### src/espd_pkg.sv
// Shared types and constants for the encoder speed PI duty controller.
package espd_pkg;

    // Sequencer states, one-hot
    typedef enum logic [8:0] {
        S_IDLE   = 9'b000000001,
        S_SPEED  = 9'b000000010,
        S_ERR    = 9'b000000100,
        S_MUL_P  = 9'b000001000,
        S_MUL_Q  = 9'b000010000,
        S_INCR   = 9'b000100000,
        S_ACC    = 9'b001000000,
        S_MUL_D  = 9'b010000000,
        S_OUT    = 9'b100000000
    } espd_state_t;

    // Register indexes on the configuration port
    typedef enum logic [1:0] {
        REG_SPEED_SCALE   = 2'd0,
        REG_GAIN_PRESENT  = 2'd1,
        REG_GAIN_PREVIOUS = 2'd2,
        REG_OUTPUT_SCALE  = 2'd3
    } espd_reg_idx_t;

    localparam int PADDR_W = 4;
    localparam int MUL_W   = 33;
    localparam int PROD_W  = 2 * MUL_W;
    localparam int INCR_W  = 49;
    localparam int DUTY_W  = 17;

    localparam logic [31:0] SPEED_SCALE_RST   = 32'd3413;
    localparam logic [31:0] GAIN_PRESENT_RST  = 32'd68813;
    localparam logic [31:0] GAIN_PREVIOUS_RST = 32'hFFFF_0000;
    localparam logic [31:0] OUTPUT_SCALE_RST  = 32'd18989;

    localparam logic [DUTY_W-1:0] DUTY_FULL = 17'h10000;

endpackage

### src/encoder_speed_pi_duty_controller_core.sv
// Encoder speed PI duty controller: sequencer around one shared 33x33 multiplier.
//
//  channel | direction | handshake          | payload
//  in      | input     | in_valid/in_stall   | encoder_count, speed_ref
//  out     | output    | out_valid/out_stall | duty, speed_measured, duty_clamped
//  cfg     | input     | APB psel/penable    | paddr, pwdata, prdata
//
// Each word is accepted from idle and then runs eight sequencer steps, four of
// which share the one multiplier (speed, two PI products, duty scaling).
// in_stall is high from accept until the result is loaded in the output register.
// A stalled result holds the sequencer in its last step; the next word is taken
// while the loaded result still waits in the output register to be taken.
// Reset loads the register defaults and clears state and the accumulator.
module encoder_speed_pi_duty_controller_core
    import espd_pkg::*;
#(
    parameter int ACCUM_WIDTH = 48
) (
    input  logic                clk,
    input  logic                rst_n,
    // input channel
    input  logic                in_valid,
    output logic                in_stall,
    input  logic [15:0]         encoder_count,
    input  logic signed [31:0]  speed_ref,
    // output channel
    output logic                out_valid,
    input  logic                out_stall,
    output logic [DUTY_W-1:0]   duty,
    output logic signed [31:0]  speed_measured,
    output logic                duty_clamped,
    // configuration
    input  logic                psel,
    input  logic                penable,
    input  logic                pwrite,
    input  logic [PADDR_W-1:0]  paddr,
    input  logic [31:0]         pwdata,
    output logic [31:0]         prdata,
    output logic                pready
);

    localparam int AW = ACCUM_WIDTH;
    localparam int SW = ((AW > INCR_W) ? AW : INCR_W) + 1;
    localparam logic signed [SW-1:0] AMAX = {{(SW-AW+1){1'b0}}, {(AW-1){1'b1}}};
    localparam logic signed [SW-1:0] AMIN = ~AMAX;

    espd_state_t state_reg, state_next;

    logic [31:0] speed_scale_reg, gain_present_reg, gain_previous_reg, output_scale_reg;

    logic [15:0]               count_reg;
    logic signed [31:0]        ref_reg;
    logic [15:0]               last_count_reg;
    logic signed [31:0]        last_error_reg;
    logic signed [AW-1:0]      acc_reg;
    logic signed [31:0]        err_reg;
    logic signed [31:0]        speed_work_reg;
    logic signed [PROD_W-1:0]  prod_reg;
    logic signed [47:0]        part_reg;
    logic signed [INCR_W-1:0]  incr_reg;

    logic                      out_valid_reg;
    logic [DUTY_W-1:0]         duty_reg;
    logic signed [31:0]        speed_out_reg;
    logic                      clamped_reg;

    logic                      in_accept;
    logic                      out_free;
    logic                      cfg_write;
    logic [15:0]               diff;
    logic signed [MUL_W-1:0]   mul_a, mul_b;
    logic signed [PROD_W-1:0]  mul_p;
    logic signed [31:0]        speed_sat;
    logic signed [32:0]        err_wide;
    logic signed [31:0]        err_sat;
    logic signed [SW-1:0]      acc_ext;
    logic signed [SW-1:0]      acc_sum;
    logic signed [AW-1:0]      acc_new;
    logic [47:0]               dval;
    logic [DUTY_W-1:0]         duty_new;
    logic                      clamped_new;

    assign pready    = 1'b1;
    assign cfg_write = psel & penable & pwrite & pready;
    assign in_stall  = (state_reg != S_IDLE);
    assign in_accept = in_valid & ~in_stall;
    assign out_free  = ~out_valid_reg | ~out_stall;

    assign out_valid      = out_valid_reg;
    assign duty           = duty_reg;
    assign speed_measured = speed_out_reg;
    assign duty_clamped   = clamped_reg;

    // configuration registers
    always_ff @(posedge clk or negedge rst_n)
    begin
        if (!rst_n)
        begin
            speed_scale_reg   <= SPEED_SCALE_RST;
            gain_present_reg  <= GAIN_PRESENT_RST;
            gain_previous_reg <= GAIN_PREVIOUS_RST;
            output_scale_reg  <= OUTPUT_SCALE_RST;
        end
        else if (cfg_write)
        begin
            case (espd_reg_idx_t'(paddr[3:2]))
                REG_SPEED_SCALE:   speed_scale_reg   <= pwdata;
                REG_GAIN_PRESENT:  gain_present_reg  <= pwdata;
                REG_GAIN_PREVIOUS: gain_previous_reg <= pwdata;
                REG_OUTPUT_SCALE:  output_scale_reg  <= pwdata;
                default:           speed_scale_reg   <= speed_scale_reg;
            endcase
        end
    end

    always_comb
    begin
        case (espd_reg_idx_t'(paddr[3:2]))
            REG_SPEED_SCALE:   prdata = speed_scale_reg;
            REG_GAIN_PRESENT:  prdata = gain_present_reg;
            REG_GAIN_PREVIOUS: prdata = gain_previous_reg;
            REG_OUTPUT_SCALE:  prdata = output_scale_reg;
            default:           prdata = '0;
        endcase
    end

    // shared multiplier operand select
    assign diff = count_reg - last_count_reg;

    always_comb
    begin
        case (state_reg)
            S_SPEED:
            begin
                mul_a = {{(MUL_W-16){diff[15]}}, diff};
                mul_b = {1'b0, speed_scale_reg};
            end
            S_MUL_P:
            begin
                mul_a = {gain_present_reg[31], gain_present_reg};
                mul_b = {err_reg[31], err_reg};
            end
            S_MUL_Q:
            begin
                mul_a = {gain_previous_reg[31], gain_previous_reg};
                mul_b = {last_error_reg[31], last_error_reg};
            end
            S_MUL_D:
            begin
                mul_a = {1'b0, acc_reg[31:0]};
                mul_b = {1'b0, output_scale_reg};
            end
            default:
            begin
                mul_a = '0;
                mul_b = '0;
            end
        endcase
    end

    assign mul_p = mul_a * mul_b;

    // saturate speed and error to 32 bits
    always_comb
    begin
        if ((&prod_reg[PROD_W-1:31]) || !(|prod_reg[PROD_W-1:31]))
            speed_sat = prod_reg[31:0];
        else if (prod_reg[PROD_W-1])
            speed_sat = 32'sh8000_0000;
        else
            speed_sat = 32'sh7FFF_FFFF;
    end

    assign err_wide = {ref_reg[31], ref_reg} - {speed_sat[31], speed_sat};

    always_comb
    begin
        if (err_wide[32] == err_wide[31])
            err_sat = err_wide[31:0];
        else if (err_wide[32])
            err_sat = 32'sh8000_0000;
        else
            err_sat = 32'sh7FFF_FFFF;
    end

    // saturating accumulate
    assign acc_ext = {{(SW-AW){acc_reg[AW-1]}}, acc_reg};
    assign acc_sum = acc_ext + {{(SW-INCR_W){incr_reg[INCR_W-1]}}, incr_reg};

    always_comb
    begin
        if (acc_sum > AMAX)
            acc_new = AMAX[AW-1:0];
        else if (acc_sum < AMIN)
            acc_new = AMIN[AW-1:0];
        else
            acc_new = acc_sum[AW-1:0];
    end

    // duty from scaled accumulator
    assign dval = prod_reg[63:16];

    always_comb
    begin
        if (acc_reg[AW-1] || !(|acc_reg) || !(|output_scale_reg))
        begin
            duty_new    = '0;
            clamped_new = 1'b1;
        end
        else if (|acc_ext[SW-1:32])
        begin
            duty_new    = DUTY_FULL;
            clamped_new = 1'b1;
        end
        else if (|dval[47:16])
        begin
            duty_new    = DUTY_FULL;
            clamped_new = 1'b1;
        end
        else if (!(|dval[15:0]))
        begin
            duty_new    = '0;
            clamped_new = 1'b1;
        end
        else
        begin
            duty_new    = {1'b0, dval[15:0]};
            clamped_new = 1'b0;
        end
    end

    // sequencer
    always_comb
    begin
        state_next = state_reg;
        case (state_reg)
            S_IDLE:  if (in_accept) state_next = S_SPEED;
            S_SPEED: state_next = S_ERR;
            S_ERR:   state_next = S_MUL_P;
            S_MUL_P: state_next = S_MUL_Q;
            S_MUL_Q: state_next = S_INCR;
            S_INCR:  state_next = S_ACC;
            S_ACC:   state_next = S_MUL_D;
            S_MUL_D: state_next = S_OUT;
            S_OUT:   if (out_free) state_next = S_IDLE;
            default: state_next = S_IDLE;
        endcase
    end

    always_ff @(posedge clk or negedge rst_n)
    begin
        if (!rst_n)
        begin
            state_reg      <= S_IDLE;
            last_count_reg <= '0;
            last_error_reg <= '0;
            acc_reg        <= '0;
            out_valid_reg  <= 1'b0;
        end
        else
        begin
            state_reg <= state_next;
            if (state_reg == S_ACC)
            begin
                acc_reg        <= acc_new;
                last_error_reg <= err_reg;
                last_count_reg <= count_reg;
            end
            if (state_reg == S_OUT && out_free)
                out_valid_reg <= 1'b1;
            else if (out_valid_reg && !out_stall)
                out_valid_reg <= 1'b0;
        end
    end

    // datapath registers
    always_ff @(posedge clk)
    begin
        if (in_accept)
        begin
            count_reg <= encoder_count;
            ref_reg   <= speed_ref;
        end
        if (state_reg == S_SPEED || state_reg == S_MUL_P ||
            state_reg == S_MUL_Q || state_reg == S_MUL_D)
            prod_reg <= mul_p;
        if (state_reg == S_ERR)
        begin
            speed_work_reg <= speed_sat;
            err_reg        <= err_sat;
        end
        // hold the present-error term while the previous-error product runs
        if (state_reg == S_MUL_Q)
            part_reg <= prod_reg[63:16];
        if (state_reg == S_INCR)
            incr_reg <= {part_reg[47], part_reg} + {prod_reg[63], prod_reg[63:16]};
        if (state_reg == S_OUT && out_free)
        begin
            duty_reg      <= duty_new;
            speed_out_reg <= speed_work_reg;
            clamped_reg   <= clamped_new;
        end
    end

`ifndef SYNTHESIS
    a_state_onehot: assert property (@(posedge clk) disable iff (!rst_n)
        $onehot(state_reg))
        else $error("sequencer state not one-hot");

    a_accept_starts: assert property (@(posedge clk) disable iff (!rst_n)
        in_accept |=> state_reg == S_SPEED)
        else $error("accepted word did not start the sequence");

    a_valid_from_out: assert property (@(posedge clk) disable iff (!rst_n)
        $rose(out_valid_reg) |-> $past(state_reg == S_OUT))
        else $error("result appeared outside the output step");

    a_duty_range: assert property (@(posedge clk) disable iff (!rst_n)
        out_valid_reg |-> duty_reg <= DUTY_FULL)
        else $error("duty above full scale");

    a_unclamped_inside: assert property (@(posedge clk) disable iff (!rst_n)
        (out_valid_reg && !clamped_reg) |-> (duty_reg != '0 && duty_reg != DUTY_FULL))
        else $error("unclamped duty at a limit");
`endif

endmodule

### config.mk
export PLATFORM = sky130hd
export DESIGN_NAME = encoder_speed_pi_duty_controller_core
export DESIGN_NICKNAME = d
export VERILOG_FILES = /design/src/espd_pkg.sv /design/src/encoder_speed_pi_duty_controller_core.sv
export SDC_FILE = /design/constraint.sdc
export NUM_CORES = 2
export LEC_CHECK = 0
export BUFFER_PORTS_ARGS = -buffer_cell sky130_fd_sc_hd__clkbuf_2
export CAP_MARGIN = 20
export CORE_ASPECT_RATIO = 0.6
export CORE_UTILIZATION = 55
export DETAILED_ROUTE_END_ITERATION = 12
export PLACE_DENSITY = 0.69
export SYNTH_ARGS = -nofsm -noshare
export SYNTH_HDL_FRONTEND = slang
export SYNTH_SLANG_ARGS = --single-unit
### constraint.sdc
create_clock -name clk -period 12.1 [get_ports clk]
set_clock_uncertainty 0.15 [all_clocks]
set_input_delay 2.42 -clock clk [delete_from_list [all_inputs] [get_ports clk]]
set_output_delay 2.42 -clock clk [all_outputs]
set_load 0.005 [all_outputs]
==> qor.yml <==
io-pin-count: 176
cts_root_buffer: "clkbuf_16"
wl_per_cell_microns: 27.9
cpMostUsedCell: "fa_1"
synthMuxAreaShare_pct: 3.19
synth-adder-area-share_pct: 40.0
drt_wl_total_mm: 246
status: "complete, but fails checks"
core_sq_um: 124000
route.detailed.drc: 0
cp.arrival_ps: 11920
drt-initial-drc-count: 6750
hold_slack_ps: 260
holdBufCountCts: 0
p_sw_w: 0.00698
layout_commonest_cell: "inv_1"
required_ps: 12370
synth_edf_count: 325
first_pass_iters: 9
hp-class: "reg2reg"
yosysWarningCount: 0
synthCells: 6976
clock_latency_ps: 680
io_buffers: 172
hold_viol: 0
vdd_drop_max_mv: 0.233
routed_via_density: 6.16
synth_top_family_by_area: "adder cells"
worstRegToRegCells: 33
p_int_w: 0.00669
async_flop_share_pct: 41.9
cp-startpoint: "state_reg[3]"
cts_buffer_depth: 3
synthXorXnorAreaFrac_pct: 2.47
critPathLaunchType: "register"
initial_core_util_pct: 55.6
finalWeightedCongestion: 1.05
combinationalPowerShare_pct: 65.6
cp_max_fo: 75
antenna_found_initial: 26
syn_to_final_growth_pct: 7.41
grt_pass1_vias: 54680
grt_pass1_wl_mm: 366
die_x_microns: 459
slew_violations: 5
synth.avg_cell_area_sq_um: 9.89
nets: 8664
die_area_sq_um: 127000
overflow: 0
ant_nets: 0
power_leakage_nw: 35.0
fin_crit_sh_pct: 96.3
synthesis.area_sq_um: 69000
crit_type: "reg2reg"
power_frac_clock_pct: 12.2
dp_hpwl_mm: 200
cts_max_level: 2
cpPeakStageDelay_ps: 1260
numCtsBuffers: 50
drive_above_1_share_pct: 11.8
reg2reg_slack_ps: 450
largest_reg_flops: 66
switching_share_pct: 51.1
synth.yosys.seq_area_share_pct: 22.7
crit_end: "prod_reg[65]"
synthSimpleGateAreaFrac_pct: 9.57
setup_viol: 0
synth_compound_area_share_pct: 12.8
fmax_mhz: 85.8
clk_pin_slew_ps: 70
power_frac_seq_pct: 22.2
grt.total_usage_pct: 39.4
fin_setup_tns_ps: 0
layout_common_cells: "inv_1 (1,249), fa_1 (1,149), nand2_1 (674), a21oi_1 (563), ha_1 (361)"
violations: "max-slew violations"
synth_nets: 8577
period_needed_ps: 11650
ys_ff_latch: 559
reg2reg_from: "state_reg[3]"
slew_headroom_pct: -5.28
cts_tree: "done"
tightest_slew_ps: 1580
worstReg2RegEnd: "prod_reg[65]"
numClockSinks: 559
synth_cell_types: 101
synthFlopType: "edfxtp_1"
vias: 54261
powerDensity_nw_per_um2: 184
grt_max_degree: 144
die_height_microns: 276
rsz0062_at_grt: "false"
rows: 100
cap_violations: 0
end_kind: "register"
final_core_util_pct: 59.7
slowest_stage: "a222oi_1"
==> critical path, delay by kind of cell (launching register included) <==
| kind | cells | cell delay (ps) |
|---|---|---|
| AO/OA/AOI/OAI | 7 | 2880 |
| flip-flops | 1 | 490 |
| XOR/XNOR | 1 | 80 |
| AND/OR/NAND/NOR | 7 | 1810 |
| adder cells (fa/ha/maj) | 9 | 4450 |
| buffers and inverters | 9 | 1480 |
==> power groups by stage <==
stage | clock (W) | combinational [W] | sequential, W
final | 0.00167 | 0.00897 | 0.00303
after detailed placement | 0 | 0.00855 | 0.00303
after global placement | 0 | 0.00850 | 0.00303
after floorplan | 0 | 0.00564 | 0.00282
after global routing | 0.00176 | 0.00976 | 0.00304
after CTS | 0.00168 | 0.00871 | 0.00300
==> synth_stat cells (39+ instances only) <==
cell type	number	area share [%]
a21o_1	123	1.3
a21oi_1	564	4.1
a21oi_2	39	0.49
a22oi_1	39	0.42
and2_1	85	0.77
buf_2	114	0.83
clkbuf_1	228	1.2
dfrtp_1	195	7.1
dfstp_2	39	1.5
edfxtp_1	325	14
fa_1	1149	33
ha_1	361	6.5
inv_1	1250	6.8
mux2_2	128	2.1
nand2_1	675	3.7
nand3_1	50	0.36
nand4_1	51	0.46
nor2_1	356	1.9
o21ai_0	337	2.4
xnor2_1	126	1.6
xor2_1	69	0.88
==> metrics by stage <==
step,power (W),cell area [sq um],worst slack (ps),std cells
2_1_floorplan,0.00846,69000,2060,6976
3_3_place_gp,0.0115,72300,280,8685
3_5_place_dp,0.0116,72300,323,8686
4_1_cts,0.0134,74000,350,8780
5_1_grt,0.0146,74100,103,8792
6_report,0.0137,74100,448,8802
==> final cells by class <==
cell class              count  area (sq um)
flip-flops and latches    559         15700
well taps                1683          2110
clock inverters            23           210
clock buffers              71          1450
inverters                1251          4700
diodes                     14          35.0
fillers                 10534         50100
repair buffers            414          2770
multi-input cells        4787         47200
==> cells by family after synthesis <==
family,after synthesis
other,1
multiplexers,164
flip-flops,559
AND/OR/NAND/NOR,1471
buffers and inverters,1630
adder cells (fa/ha/maj),1516
XOR/XNOR,195
AO/OA/AOI/OAI,1440
==> metal layers <==
layer | track usage (%) | up-vias | part of all wire [%]
met5 | 0 | - | 0.12
met4 | 11.1 | 24 | 3.3
met3 | 22.4 | 483 | 18
met2 | 49.2 | 3708 | 37
met1 | 57.3 | 27241 | 41
li1 | - | 22805 | -
==> timing repair <==
item | in CTS | in global routing
gates resized for setup | 0 | 8
hold endpoints to repair | 0 | 0
buffers inserted | 0 | 5
endpoints found under the setup margin | 0 | 12
==> worst min path at each step <==
stage,slack (ps),endpoint,startpoint,cells after the start
final,260,speed_measured[30],speed_work_reg[30],0
after global placement,250,speed_measured[30],speed_work_reg[30],0
after global routing,270,speed_measured[30],speed_work_reg[30],0
after detailed placement,260,speed_measured[12],speed_work_reg[12],0
after CTS,270,speed_measured[30],speed_work_reg[30],0
after floorplan,250,speed_measured[0],speed_work_reg[0],0
No activity file was read; power rests on OpenSTA's default activity.
